**config.mk**
```make
export PLATFORM = sky130hd
export DESIGN_NAME = binary_to_roman_numeral
export DESIGN_NICKNAME = d
export VERILOG_FILES = /design/src/rtl/brn_pkg.sv /design/src/rtl/binary_to_roman_numeral.sv /design/src/rtl/brn_split.sv /design/src/rtl/brn_emit.sv
export SDC_FILE = /design/constraint.sdc
export NUM_CORES = 1
export LEC_CHECK = 0
export BUFFER_PORTS_ARGS = -buffer_cell sky130_fd_sc_hd__buf_2
export CAP_MARGIN = 20
export CORE_ASPECT_RATIO = 1.1
export CORE_UTILIZATION = 45
export CTS_BUF_LIST = sky130_fd_sc_hd__clkbuf_8 sky130_fd_sc_hd__clkbuf_16
export CTS_CLUSTER_DIAMETER = 150
export DETAILED_ROUTE_END_ITERATION = 8
export SLEW_MARGIN = 40
export SYNTH_ARGS = -nofsm -noshare
export SYNTH_HDL_FRONTEND = slang
export SYNTH_SLANG_ARGS = --single-unit
```
**constraint.sdc**
```tcl
create_clock -name clk -period 4.1 [get_ports clk]
set_input_delay 1.23 -clock clk [delete_from_list [all_inputs] [get_ports clk]]
set_output_delay 1.23 -clock clk [all_outputs]
set_load 0.05 [all_outputs]
```
**src/rtl/brn_pkg.sv**
```systemverilog
package brn_pkg;

    localparam int NumW    = 12;
    localparam int LetterW = 7;
    localparam int Places  = 4;

    localparam logic [NumW-1:0] MaxValue = 12'd3999;

    // ASCII numeral letters
    localparam logic [LetterW-1:0] LetI    = 7'h49;
    localparam logic [LetterW-1:0] LetV    = 7'h56;
    localparam logic [LetterW-1:0] LetX    = 7'h58;
    localparam logic [LetterW-1:0] LetL    = 7'h4C;
    localparam logic [LetterW-1:0] LetC    = 7'h43;
    localparam logic [LetterW-1:0] LetD    = 7'h44;
    localparam logic [LetterW-1:0] LetM    = 7'h4D;
    localparam logic [LetterW-1:0] LetNone = 7'h00;

    typedef logic [3:0] digit_t;
    typedef logic [1:0] place_t;
    typedef logic [2:0] dlen_t;

    // dig[0] thousands .. dig[3] units
    typedef struct packed {
        logic                  err;
        digit_t [Places-1:0]   dig;
    } digits_t;

    typedef enum logic [1:0] {
        SEL_ONE,
        SEL_FIVE,
        SEL_TEN
    } sym_sel_t;

    // letters a decimal digit expands to
    function automatic dlen_t digit_len(digit_t d);
        dlen_t n;
        case (d)
            4'd0:    n = 3'd0;
            4'd1:    n = 3'd1;
            4'd2:    n = 3'd2;
            4'd3:    n = 3'd3;
            4'd4:    n = 3'd2;
            4'd5:    n = 3'd1;
            4'd6:    n = 3'd2;
            4'd7:    n = 3'd3;
            4'd8:    n = 3'd4;
            4'd9:    n = 3'd2;
            default: n = 3'd0;
        endcase
        return n;
    endfunction

    // symbol of letter k within a digit's pattern
    function automatic sym_sel_t shape_sel(digit_t d, logic [1:0] k);
        sym_sel_t s;
        case (d)
            4'd4:             s = (k == 2'd0) ? SEL_ONE : SEL_FIVE;
            4'd5:             s = SEL_FIVE;
            4'd6, 4'd7, 4'd8: s = (k == 2'd0) ? SEL_FIVE : SEL_ONE;
            4'd9:             s = (k == 2'd0) ? SEL_ONE : SEL_TEN;
            default:          s = SEL_ONE;
        endcase
        return s;
    endfunction

    function automatic logic [LetterW-1:0] place_letter(place_t p, sym_sel_t s);
        logic [LetterW-1:0] l;
        case (p)
            2'd0: l = LetM;
            2'd1:
            begin
                case (s)
                    SEL_ONE:  l = LetC;
                    SEL_FIVE: l = LetD;
                    default:  l = LetM;
                endcase
            end
            2'd2:
            begin
                case (s)
                    SEL_ONE:  l = LetX;
                    SEL_FIVE: l = LetL;
                    default:  l = LetC;
                endcase
            end
            default:
            begin
                case (s)
                    SEL_ONE:  l = LetI;
                    SEL_FIVE: l = LetV;
                    default:  l = LetX;
                endcase
            end
        endcase
        return l;
    endfunction

endpackage

```
**src/rtl/binary_to_roman_numeral.sv**
```systemverilog
// Binary to Roman numeral converter.
//
// Input channel: drive number and raise start; the item is taken at a rising
// edge where start is high and busy is low. Numbers 1 to 3999 convert; zero
// and 4000 to 4095 are range errors.
//
// Result channel: one ASCII letter per cycle, most significant digit first,
// each marked by strobe for exactly one cycle. last flags the final letter of
// an item. An out-of-range item gives one result: letter 0, range_error and
// last set. The receiver cannot stall; strobe is never held off.
//
// The first letter of an item passes the range check and thousands stage,
// the hundreds stage, the tens and units stage and the letter sequencer.
// Throughput: the letter sequencer emits one letter per cycle, so an item
// gives 1 to 15 letters (15 for 3888); when the next item is waiting, its
// first letter follows the previous last letter with no gap. Items queue in
// the three digit stages while a long numeral drains; busy rises when they fill.
//
// Reset: rst_n clears all stage valid bits and the sequencer; busy is low
// and no strobe is shown until an item is accepted.
module binary_to_roman_numeral
    import brn_pkg::*;
(
    input  logic               clk,
    input  logic               rst_n,
    input  logic               start,
    input  logic [NumW-1:0]    number,
    output logic               busy,
    output logic               strobe,
    output logic [LetterW-1:0] letter,
    output logic               range_error,
    output logic               last
);

    // digit pipeline -> letter sequencer
    logic    dig_valid;
    logic    dig_ready;
    digits_t dig_item;

    // three stages: thousands, hundreds, tens/units
    brn_split u_split (
        .clk       (clk),
        .rst_n     (rst_n),
        .in_valid  (start),
        .number    (number),
        .busy      (busy),
        .out_valid (dig_valid),
        .out_item  (dig_item),
        .out_ready (dig_ready)
    );

    // walks places and letters within each digit, one letter per cycle
    brn_emit u_emit (
        .clk         (clk),
        .rst_n       (rst_n),
        .in_valid    (dig_valid),
        .in_item     (dig_item),
        .in_ready    (dig_ready),
        .strobe      (strobe),
        .letter      (letter),
        .range_error (range_error),
        .last        (last)
    );

endmodule

```
**src/rtl/brn_split.sv**
```systemverilog
module brn_split
    import brn_pkg::*;
(
    input  logic            clk,
    input  logic            rst_n,
    input  logic            in_valid,
    input  logic [NumW-1:0] number,
    output logic            busy,
    output logic            out_valid,
    output digits_t         out_item,
    input  logic            out_ready
);

    // stage 1: range check, thousands
    logic       s1_valid_reg, s1_valid_next;
    logic       s1_err_reg,   s1_err_next;
    digit_t     s1_thou_reg,  s1_thou_next;
    logic [9:0] s1_rem_reg,   s1_rem_next;
    // stage 2: hundreds
    logic       s2_valid_reg;
    logic       s2_err_reg;
    digit_t     s2_thou_reg;
    digit_t     s2_hund_reg,  s2_hund_next;
    logic [6:0] s2_rem_reg,   s2_rem_next;
    // stage 3: tens and units
    logic       s3_valid_reg;
    digits_t    s3_item_reg,  s3_item_next;

    logic s1_free, s2_free, s3_free;

    assign s3_free = !s3_valid_reg || out_ready;
    assign s2_free = !s2_valid_reg || s3_free;
    assign s1_free = !s1_valid_reg || s2_free;
    assign busy    = !s1_free;

    always_comb
    begin
        logic [NumW-1:0] sub;
        s1_err_next = (number == '0) || (number > MaxValue);
        if (number >= 12'd3000)
        begin
            s1_thou_next = 4'd3;
            sub          = number - 12'd3000;
        end
        else if (number >= 12'd2000)
        begin
            s1_thou_next = 4'd2;
            sub          = number - 12'd2000;
        end
        else if (number >= 12'd1000)
        begin
            s1_thou_next = 4'd1;
            sub          = number - 12'd1000;
        end
        else
        begin
            s1_thou_next = 4'd0;
            sub          = number;
        end
        s1_rem_next   = sub[9:0];
        s1_valid_next = in_valid;
    end

    // independent compares against each hundred, last match wins
    always_comb
    begin
        s2_hund_next = 4'd0;
        s2_rem_next  = s1_rem_reg[6:0];
        for (int i = 1; i <= 9; i++)
        begin
            if (s1_rem_reg >= 10'(i * 100))
            begin
                s2_hund_next = 4'(i);
                s2_rem_next  = 7'(s1_rem_reg - 10'(i * 100));
            end
        end
    end

    always_comb
    begin
        logic [6:0] u;
        digit_t     t;
        t = 4'd0;
        u = s2_rem_reg;
        for (int i = 1; i <= 9; i++)
        begin
            if (s2_rem_reg >= 7'(i * 10))
            begin
                t = 4'(i);
                u = s2_rem_reg - 7'(i * 10);
            end
        end
        s3_item_next.err    = s2_err_reg;
        s3_item_next.dig[0] = s2_thou_reg;
        s3_item_next.dig[1] = s2_hund_reg;
        s3_item_next.dig[2] = t;
        s3_item_next.dig[3] = u[3:0];
    end

    always_ff @(posedge clk or negedge rst_n)
    begin
        if (!rst_n)
        begin
            s1_valid_reg <= 1'b0;
            s2_valid_reg <= 1'b0;
            s3_valid_reg <= 1'b0;
        end
        else
        begin
            if (s1_free)
                s1_valid_reg <= s1_valid_next;
            if (s2_free)
                s2_valid_reg <= s1_valid_reg;
            if (s3_free)
                s3_valid_reg <= s2_valid_reg;
        end
    end

    always_ff @(posedge clk)
    begin
        if (s1_free)
        begin
            s1_err_reg  <= s1_err_next;
            s1_thou_reg <= s1_thou_next;
            s1_rem_reg  <= s1_rem_next;
        end
        if (s2_free)
        begin
            s2_err_reg  <= s1_err_reg;
            s2_thou_reg <= s1_thou_reg;
            s2_hund_reg <= s2_hund_next;
            s2_rem_reg  <= s2_rem_next;
        end
        if (s3_free)
            s3_item_reg <= s3_item_next;
    end

    assign out_valid = s3_valid_reg;
    assign out_item  = s3_item_reg;

endmodule

```
**src/rtl/brn_emit.sv**
```systemverilog
module brn_emit
    import brn_pkg::*;
(
    input  logic               clk,
    input  logic               rst_n,
    input  logic               in_valid,
    input  digits_t            in_item,
    output logic               in_ready,
    output logic               strobe,
    output logic [LetterW-1:0] letter,
    output logic               range_error,
    output logic               last
);

    logic       act_reg,   act_next;
    place_t     place_reg, place_next;
    logic [1:0] k_reg,     k_next;
    digits_t    item_reg;

    digit_t cur_d;
    logic   at_end;
    logic   nxt_found;
    place_t nxt_place;
    place_t first_place;
    logic   fin;
    logic   load;

    assign cur_d  = item_reg.dig[place_reg];
    assign at_end = ({1'b0, k_reg} + 3'd1) == digit_len(cur_d);

    // next place that still has letters
    always_comb
    begin
        nxt_found = 1'b0;
        nxt_place = place_reg;
        for (int p = Places - 1; p >= 0; p--)
        begin
            if ((2'(p) > place_reg) && (digit_len(item_reg.dig[p]) != 3'd0))
            begin
                nxt_found = 1'b1;
                nxt_place = 2'(p);
            end
        end
    end

    always_comb
    begin
        first_place = 2'd0;
        for (int p = Places - 1; p >= 0; p--)
        begin
            if (digit_len(in_item.dig[p]) != 3'd0)
                first_place = 2'(p);
        end
    end

    assign fin      = item_reg.err || (at_end && !nxt_found);
    assign in_ready = !act_reg || fin;
    assign load     = in_valid && in_ready;

    always_comb
    begin
        act_next   = act_reg;
        place_next = place_reg;
        k_next     = k_reg;
        if (load)
        begin
            act_next   = 1'b1;
            place_next = first_place;
            k_next     = 2'd0;
        end
        else if (act_reg && fin)
            act_next = 1'b0;
        else if (act_reg && at_end)
        begin
            place_next = nxt_place;
            k_next     = 2'd0;
        end
        else if (act_reg)
            k_next = k_reg + 2'd1;
    end

    always_ff @(posedge clk or negedge rst_n)
    begin
        if (!rst_n)
        begin
            act_reg   <= 1'b0;
            place_reg <= 2'd0;
            k_reg     <= 2'd0;
        end
        else
        begin
            act_reg   <= act_next;
            place_reg <= place_next;
            k_reg     <= k_next;
        end
    end

    always_ff @(posedge clk)
    begin
        if (load)
            item_reg <= in_item;
    end

    assign strobe      = act_reg;
    assign letter      = item_reg.err ? LetNone
                                      : place_letter(place_reg, shape_sel(cur_d, k_reg));
    assign range_error = item_reg.err;
    assign last        = fin;

endmodule

```
# Word level (Yosys, flattened, before mapping)

Memories as Yosys holds them, arrays and structs flattened. A register that Yosys moved wholly into a read port is not among the register bits.
Index checks and enable logic that the tools add are counted.

Memories: 9
Memory bits (read-only): 432
Register bits: 73
Output and inout port bits: 11
Word-level logic and storage cells: 216
Input bits: 15

Memory list:

| memory          | words | width | rd ports | clocked after memory_dff | wr ports | RTL line      | RTL |
|---|---|---|---|---|---|---|---|
| (no name shown) | 16    | 3     | 1        | 1                        | 0        | brn_pkg.sv:38 | `case (d)` |
| (no name shown) | 16    | 3     | 1        | 0                        | 0        | brn_pkg.sv:38 |  |
| (no name shown) | 16    | 3     | 1        | 1                        | 0        | brn_pkg.sv:38 |  |
| (no name shown) | 16    | 3     | 1        | 1                        | 0        | brn_pkg.sv:38 |  |
| (no name shown) | 16    | 3     | 1        | 1                        | 0        | brn_pkg.sv:38 |  |
| (no name shown) | 16    | 3     | 1        | 1                        | 0        | brn_pkg.sv:38 |  |
| +3 memories     | -     | -     | -        | -                        | -        | -             |  |

Add/subtract/negate cells: 23
Reduce and logical (&&, ||, !) cells: 42
Equality and inequality tests: 11
Mux-type cells: 78
$lt $le $gt $ge: 27

Operators with widths:

| kind                                                                                  | number |
|---|---|
| 7-bit 2-to-1 mux                                                                      | 10 |
| 4-bit 2-to-1 mux                                                                      | 17 |
| 10-bit greater-or-equal comparator, second input constant                             | 4 |
| 2-bit 2-to-1 mux                                                                      | 20 |
| 10-bit by 9-bit greater-or-equal comparator with 1-bit output, second input constant  | 3 |
| 10-bit 2-to-1 mux                                                                     | 3 |
| 10-bit subtractor, second input constant                                              | 3 |
| 7-bit subtractor, second input constant                                               | 4 |
| 3-bit nonzero test                                                                    | 9 |
| 3-bit 2-to-1 mux                                                                      | 8 |
| 7-bit by 6-bit greater-or-equal comparator with 1-bit output, second input constant   | 3 |
| 7-bit greater-or-equal comparator, second input constant                              | 3 |
| 7-bit one-hot mux with 3 select lines                                                 | 1 |
| 7-bit by 6-bit subtractor with 7-bit output, second input constant                    | 3 |
| 5-bit one-hot mux with 2 select lines                                                 | 2 |
| 4-bit subtractor, second input constant                                               | 5 |
| 4-bit by 3-bit == test with 1-bit output, second input constant                       | 4 |
| 7-bit by 5-bit greater-or-equal comparator with 1-bit output, second input constant   | 2 |
| 1-bit 2-to-1 mux                                                                      | 14 |
| 12-bit by 10-bit greater-or-equal comparator with 1-bit output, second input constant | 1 |
| 12-bit by 11-bit greater-or-equal comparator with 1-bit output, second input constant | 1 |
| 12-bit greater-or-equal comparator, second input constant                             | 1 |
| 12-bit > comparator, second input constant                                            | 1 |
| 12-bit zero test                                                                      | 1 |
| 31 further kinds                                                                      | 58 |

# Longest topological paths before layout

Gate-level depths: netlist (run 1).

Depth in word-level cells: 14
Gate-level depth with buffers: 11
Mapped depth without buffers: 9

# By module

A second synthesis (run 1) with hierarchy kept.

Cells, all modules: 590
Area, all modules: 5629.1 um^2

Modules (own cells, without submodules):

| module    | cells an instance | area each (um^2) | instances | seq. area each (um^2) |
|---|---|---|---|---|
| brn_split | 400               | 3767.4           | 1         | 1336.3 |
| brn_emit  | 190               | 1861.8           | 1         | 815.8 |

# Worst setup path before layout (run 1)

Ideal clock, no wire load.

Kind: register -> output
Start: register u_emit.place_reg[1]
End: output port letter[0]
Setup slack: -138 ps
Data required time: 2870 ps
Arrival time: 3008 ps
Path buffers: 1
Stages on the path, launching flop included: 7
Cells stage by stage: dfrtp_1 -> buf_6 -> mux4_2 -> a211oi_4 -> nand4_1 -> or2_2 -> a311oi_1

Word-level cells in the longest chain between the ends: 9
Elaborated cells on any way between the ends: 20
Those cells by class: eq/ne (9); mux (8); reduce/logical (3)

RTL lines:

| what                                                                        | RTL line                                    | RTL |
|---|---|---|
| start: declaration                                                          | brn_emit.sv:16                              | `place_t place_reg, place_next;` |
| start signal: assignment                                                    | brn_emit.sv:93                              | `place_reg <= place_next;` |
| 4-bit binary-select mux with 2-bit select                                   | brn_emit.sv:28                              | `assign cur_d = item_reg.dig[place_reg];` |
| 4-bit 2-to-1 mux (not written as such)                                      | brn_emit.sv:28                              |  |
| 4-bit by 3-bit == test with 1-bit output or 4-bit == test (tied branches)   | brn_pkg.sv:57                               | `case (d)` |
| 3-bit OR reduction                                                          | brn_pkg.sv:57                               |  |
| 2-bit one-hot mux with 4 select lines                                       | brn_pkg.sv:57                               |  |
| 2-bit by 1-bit == test with 1-bit output or 2-bit zero test (tied branches) | brn_pkg.sv:73, brn_pkg.sv:81, brn_pkg.sv:89 |  |
| 5-bit one-hot mux with 2 select lines, or another cell as far along         | brn_pkg.sv:89                               | `case (s)` |
| 7-bit one-hot mux with 3 select lines *                                     | brn_pkg.sv:69                               | `case (p)` |
| 7-bit 2-to-1 mux *                                                          | brn_emit.sv:105                             | `assign letter = item_reg.err ? LetNone` |
| end: declaration                                                            | binary_to_roman_numeral.sv:30               | `output logic [LetterW-1:0] letter,` |

Every way passes the cells marked *; elsewhere a longest branch is shown, timed or not. The select of a mux whose other input is x is not followed.

# Worst setup path in the final report (run 1)

Start: register u_emit.item_reg[8] (netlist bit)
End: output port busy

Word-level cells in the longest chain between the ends: 11

RTL lines:

| what                                      | RTL line                      | RTL |
|---|---|---|
| start: declaration                        | brn_emit.sv:18                | `digits_t item_reg;` |
| start signal: assignment                  | brn_emit.sv:101               | `item_reg <= in_item;` |
| 4-bit binary-select mux with 2-bit select | brn_emit.sv:28                |  |
| 4-bit 2-to-1 mux (not written as such)    | brn_emit.sv:28                |  |
| memory 16 x 3 bit                         | -                             |  |
| 3-bit == test                             | brn_emit.sv:29                | `assign at_end = ({1'b0, k_reg} + 3'd1) == digit_len(cur_d);` |
| 1-bit logical AND                         | brn_emit.sv:56                | `assign fin = item_reg.err \|\| (at_end && !nxt_found);` |
| 1-bit logical OR                          | brn_emit.sv:56                |  |
| 1-bit logical OR                          | brn_emit.sv:57                | `assign in_ready = !act_reg \|\| fin;` |
| 1-bit logical OR                          | brn_split.sv:31               | `assign s3_free = !s3_valid_reg \|\| out_ready;` |
| 1-bit logical OR                          | brn_split.sv:32               | `assign s2_free = !s2_valid_reg \|\| s3_free;` |
| 1-bit logical OR                          | brn_split.sv:33               | `assign s1_free = !s1_valid_reg \|\| s2_free;` |
| 1-bit zero test                           | brn_split.sv:34               | `assign busy = !s1_free;` |
| end: declaration                          | binary_to_roman_numeral.sv:28 | `output logic busy,` |

Every way passes these cells. The select of a mux whose other input is x is not followed.

==> impl_metrics.tcl, run 1 <==
set metrics [dict create \
    crit_path_start_kind "flop" \
    rsz0062_at_grt "false" \
    drv_slew 0 \
    ys.flop_type "edfxtp_1" \
    worstPathMaxFanout 8 \
    cts_num_sinks 82 \
    grt_use_total 0.207 \
    ys_top_cells_by_area "edfxtp_1, ha_1, dfxtp_1" \
    synth.largest_area_cell "edfxtp_1" \
    routedWlPerCell_um 16.8 \
    grt_max_degree 23 \
    synth_edf_count 57 \
    cts_max_level 3 \
    synth_seq_cells 82 \
    synth_top_area_frac 0.309 \
    ys_seq_area_frac 0.406 \
    syn_avg_cell_area_um2 9.82 \
    worst_pin_slew_ns 0.797 \
    cts_root_buf "clkbuf_16" \
    final_core_util 0.510 \
    syn_inst 565 \
    async_reset_ff_frac 0.0976 \
    die-area_mm2 0.0128 \
    crit_path_cell_trace "mux4_2 -> xnor2_1 -> or3_1 -> a31oi_1 -> o21a_4 -> nor2_8 -> and3_1 -> buf_2" \
    slowest_stage "mux4_2" \
    cts_tree "built" \
    place.gp.congestion 0.895 \
    power_density_mw_per_mm2 917 \
    syn_nets 611 \
    post-dp-hpwl_um 9420 \
    critPathKind "reg2out" \
    synth.cell_area_mm2 0.00555 \
    ir_worst_vdd_mv 0.467 \
    ctsHoldBuffers 0 \
    io_buffers 24 \
    grt_overflow 0 \
    cts_buffers 9 \
    fmax_ghz 0.254 \
    coreArea_mm2 0.0120 \
    grt_antenna_before_repair 0 \
    remaining_drc_errors 0 \
    fp.dieH_um 118 \
    wl_um 12500 \
    slowest_delay_ns 0.58 \
    diodes 0 \
    synth_common_cells "edfxtp_1, nor2_1, inv_1" \
    end_kind "output port" \
    syn2layout_area_growth_pct 10.7 \
    drt_iter0_drc 170 \
    ios 26 \
    n_fill_cell 1101 \
    cp.arrival_ns 2.71 \
    grt_pass1_vias 4271 \
    first_pass_iters 4 \
    post-route-period-util 0.962 \
    cts_buffer_depth 2 \
    clock_skew_ns 0.00783 \
    holdCritPathClass "reg2reg" \
    timing.max_cap.violations 0 \
    required_ns 2.87 \
    grt_first_pass_wirelength_um 20700 \
    clk_latency_ns 0.33 \
    final_nets 633 \
    start_util 0.461 \
    min_period_ns 3.94 \
    ys_types 90 \
    status "finished, final reports clean" \
    hold_viol 0 \
    yosysWarnings 0 \
    layout-drive-gt1-share 0.137 \
    setup_violations 0 \
    clk_pin_slew_worst_paths_ns 0.06 \
    p_leak_nw 2.51 \
    slew-limit-headroom 0.469 \
    vias 4454 \
    die_w_um 108 \
    fp-row-count 42 \
    synth.most_common_cell "edfxtp_1" \
    setup_tns_ns 0 \
    viasPerCell 5.97 \
    antenna_left 0 \
]
-- layout by cell type, fill, tap and decap left out, drive strengths merged, types with 7 or more instances in the layout --
cell,count
a31oi,14
and3,12
buf,33
nand3,16
xnor2,11
mux2i,14
edfxtp,57
inv,39
mux2,10
nor2,46
dfxtp,17
a21oi,33
ha,31
nor3b,7
o21ai,32
nand2,27
nor3,16
clkbuf,10
nand2b,18
dfrtp,8
nand4,7
o21a,10
and2,8
a21o,8
-- where the power goes --
part / switching, mW / total, mW / internal [mW] / leakage (nW)
Clock: 0.309 / 0.859 / 0.550 / 0.160
Sequential: 0.430 / 1.91 / 1.48 / 0.808
Combinational: 1.76 / 2.86 / 1.10 / 1.54
-- logic make-up (layout without fill, tap and decap cells) --
group                    Yosys count  after routing  synth area share
other                              1              1          0.000676
adder cells (fa/ha/maj)           31             31            0.0699
flip-flops                        82             82             0.406
AO/OA/AOI/OAI                    167            167             0.217
buffers and inverters             61             88            0.0498
AND/OR/NAND/NOR                  185            185             0.184
XOR/XNOR                          12             12            0.0189
multiplexers                      26             26            0.0543
-- layout make-up --
class | count | area, µm² | share of cell area
clock inverters | 6 | 90.1 | 0.0147
well taps | 154 | 193 | 0.0314
clock buffers | 10 | 239 | 0.0389
flip-flops and latches | 82 | 2250 | 0.367
multi-input cells | 422 | 3030 | 0.494
inverters | 39 | 146 | 0.0238
repair buffers | 33 | 188 | 0.0306
-- per-layer routing --
metal,GRT usage,up-vias,part of all wire
li1,-,2184,-
met5,0,-,0
met3,0.0370,19,0.040
met1,0.254,2130,0.43
met2,0.363,121,0.51
met4,0.0685,0,0.017
-- path summary, 6_finish.rpt --
path / depth (start not counted) / end / start / slack, ns
worst max-delay path: 8 / busy / u_emit.item_reg[8]$_DFFE_PN_ / 0.16
worst min-delay path: 0 / u_emit.range_error$_DFFE_PN_ / u_split.out_item[16]$_DFFE_PN_ / 0.42
worst max register to register: 7 / u_emit.item_reg[7]$_DFFE_PN_ / u_emit.place_reg[1]$_DFFE_PN0P_ / 0.78
worst min register to register: 0 / u_emit.range_error$_DFFE_PN_ / u_split.out_item[16]$_DFFE_PN_ / 0.42
max in group asynchronous: 1 / u_emit.place_reg[0]$_DFFE_PN0P_ / rst_n / 3.16
min in group asynchronous: 1 / u_emit.strobe$_DFFE_PN0P_ / rst_n / 0.74
-- critical path: cells and delay by family (launching register included) --
kind                   cells  cell delay, ns
buffers and inverters      1            0.20
multiplexers               1            0.58
AO/OA/AOI/OAI              2            0.40
XOR/XNOR                   1            0.16
flip-flops                 1            0.44
AND/OR/NAND/NOR            3            0.60
-- per-stage QoR --
stage                     total power [mW]  area, µm²  setup WS, ns  std cells  hold slack [ns]
after global placement                4.69       5790         0.427        728            0.401
after floorplan                       4.04       5550        0.0783        565            0.400
final                                 5.63       6140         0.156        746            0.419
after global routing                  6.05       6140        0.0105        746            0.424
after detailed placement              4.75       5790         0.360        728            0.407
after CTS                             5.63       6120         0.104        744            0.421
-- repair_timing --
action,CTS,global route
endpoints found under the setup margin,1,3
gates resized for setup,1,1
buffers inserted,0,2
Note: power is estimated with default switching activity, not from simulation.
==> inputs of run 2 (changes only) <==
ABC_AREA = 0   (was default)
CORE_MARGIN = 2   (was default)
==> run 2 against run 1 <==
Core utilization fell by 0.25 points. Routed wire length rose by 2.5%. Largest power group unchanged. First-iteration DRC count rose by 99%. Via count rose by 1.1%. Highest routed layer unchanged.
==> impl_metrics.tcl, run 2 (synthesis results as in run 1) <==
set metrics [dict create \
    final_cell_mix "edfxtp_1, nor2_1, inv_1" \
    drt_iter0_drc 338 \
    clk_latency_ns 0.33 \
    cts_tree "built" \
    routedWlPerCell_um 17.2 \
    grt_first_pass_wirelength_um 21200 \
    ctsHoldBuffers 0 \
    cts_root_buf "clkbuf_16" \
    diodes 0 \
    cts_buffer_depth 2 \
    min_period_ns 3.98 \
    worstPathMaxFanout 12 \
    slew-limit-headroom 0.447 \
    clk_pin_slew_worst_paths_ns 0.06 \
    die-area_mm2 0.0132 \
    post-dp-hpwl_um 9500 \
    placed_area_mm2 0.00578 \
    setup_tns_ns 0 \
    remaining_drc_errors 0 \
    fmax_ghz 0.252 \
    grt_use_total 0.203 \
    multi_input_area_mm2 0.00303 \
    final_common_cell "edfxtp_1" \
    hold_viol 0 \
    cts_max_level 3 \
    whs_path_depth 0 \
    fp-row-count 42 \
    start_util 0.461 \
    antenna_left 0 \
    cp.arrival_ns 2.75 \
    cts_buffers 9 \
    timing.max_cap.violations 0 \
    ff_latch_area_mm2 0.00225 \
    crit_path_start_kind "flop" \
    grt_antenna_before_repair 0 \
    rsz0062_at_grt "false" \
    post-route-period-util 0.970 \
    worst_pin_slew_ns 0.826 \
    coreArea_mm2 0.0120 \
    end_kind "output port" \
    status "finished, final reports clean" \
    ir_worst_vdd_mv 0.467 \
    syn2layout_area_growth_pct 10.1 \
    p_leak_nw 2.50 \
    setup_violations 0 \
    final_cell_count_no_fill 747 \
    worst_r2r_path_depth 9 \
    power_mw 5.57 \
    wl_um 12800 \
    critPathKind "reg2out" \
    io_buffers 24 \
    final_nets 634 \
    viasPerCell 6.03 \
    cts_num_sinks 82 \
    n_fill_cell 1112 \
    required_ns 2.87 \
    holdCritPathClass "reg2reg" \
    first_pass_iters 5 \
    place.gp.congestion 0.923 \
    grt_overflow 0 \
    clock_skew_ns 0.00613 \
    grt_pass1_vias 4369 \
    ios 26 \
    power_density_mw_per_mm2 911 \
    vias 4503 \
    layout-drive-gt1-share 0.137 \
    grt_max_degree 23 \
    drv_slew 0 \
    place_inst 727 \
    die_w_um 110 \
    final_area_mm2 0.00611 \
    fp.dieH_um 120 \
]
==> run 2: changes by cell type in the layout (fill, tap and decap cells not counted), moves of 2 or more <==
cell / before / now
inv_1: 36 / 38
clkinvlp_4: 0 / 2
clkinv_4: 3 / 0
clkinv_2: 0 / 2
==> run 2: cell type report <==
class	count	share of cell area
multi-input combinational	422	0.496
sequential	82	0.369
clock buffer	9	0.0369
timing repair buffer	34	0.0319
tap	154	0.0315
inverter	39	0.0240
clock inverter	7	0.0102
==> run 2: where the power goes <==
| group | internal, mW | total, mW | leakage, nW | switching (mW) |
|---|---|---|---|---|
| sequential | 1.48 | 1.94 | 0.807 | 0.457 |
| clock | 0.464 | 0.764 | 0.144 | 0.299 |
| combinational | 1.11 | 2.87 | 1.55 | 1.76 |
==> run 2: timing repair <==
| item | CTS | global route |
|---|---|---|
| endpoints found under the setup margin | 1 | 2 |
| buffers inserted | 0 | 4 |
| resized for setup | 1 | 1 |
| pin swaps | 0 | 0 |
==> run 2: path summary, 6_finish.rpt <==
path                                                         end  slack [ns]                                  from
worst max-delay path                                        busy        0.12       u_emit.place_reg[0]$_DFFE_PN0P_
worst min-delay path            u_split.s2_thou_reg[1]$_DFFE_PP_        0.42  u_split.s1_thou_reg[1]$_SDFFCE_PP1N_
worst max register to register   u_split.s2_rem_reg[6]$_DFFE_PP_        0.66       u_split.s1_rem_reg[5]$_DFFE_PN_
worst min register to register  u_split.s2_thou_reg[1]$_DFFE_PP_        0.42  u_split.s1_thou_reg[1]$_SDFFCE_PP1N_
max in group asynchronous        u_emit.place_reg[0]$_DFFE_PN0P_        3.17                                 rst_n
min in group asynchronous            u_emit.k_reg[1]$_DFFE_PN0P_        0.74                                 rst_n
==> run 2: critical path, stage by stage, from the launching register on <==
cell and delay (ns):
dfrtp_2 0.48, mux2_2 0.38, a22o_1 0.25, or3_1 0.41, a31oi_1 0.20, o21a_4 0.23, nor2_8 0.07, and3_1 0.18
buf_2 0.20
==> run 2: per-stage QoR <==
stage,hold slack (ns),setup slack (ns),utilization
after floorplan,0.400,0.0783,-
after global placement,0.403,0.425,0.480
after detailed placement,0.406,0.343,0.480
after CTS,0.418,0.0879,0.504
after global routing,0.433,0.0152,0.508
final,0.416,0.125,0.508
==> run 2: per-layer routing <==
| metal | share of wire | routed length [µm] | track usage | vias up |
|---|---|---|---|---|
| li1 | - | - | - | 2185 |
| met1 | 0.43 | 5530 | 0.250 | 2174 |
| met2 | 0.52 | 6620 | 0.358 | 122 |
| met3 | 0.035 | 451 | 0.0367 | 22 |
| met4 | 0.017 | 214 | 0.0601 | 0 |
| met5 | 0 | 0 | 0 | - |
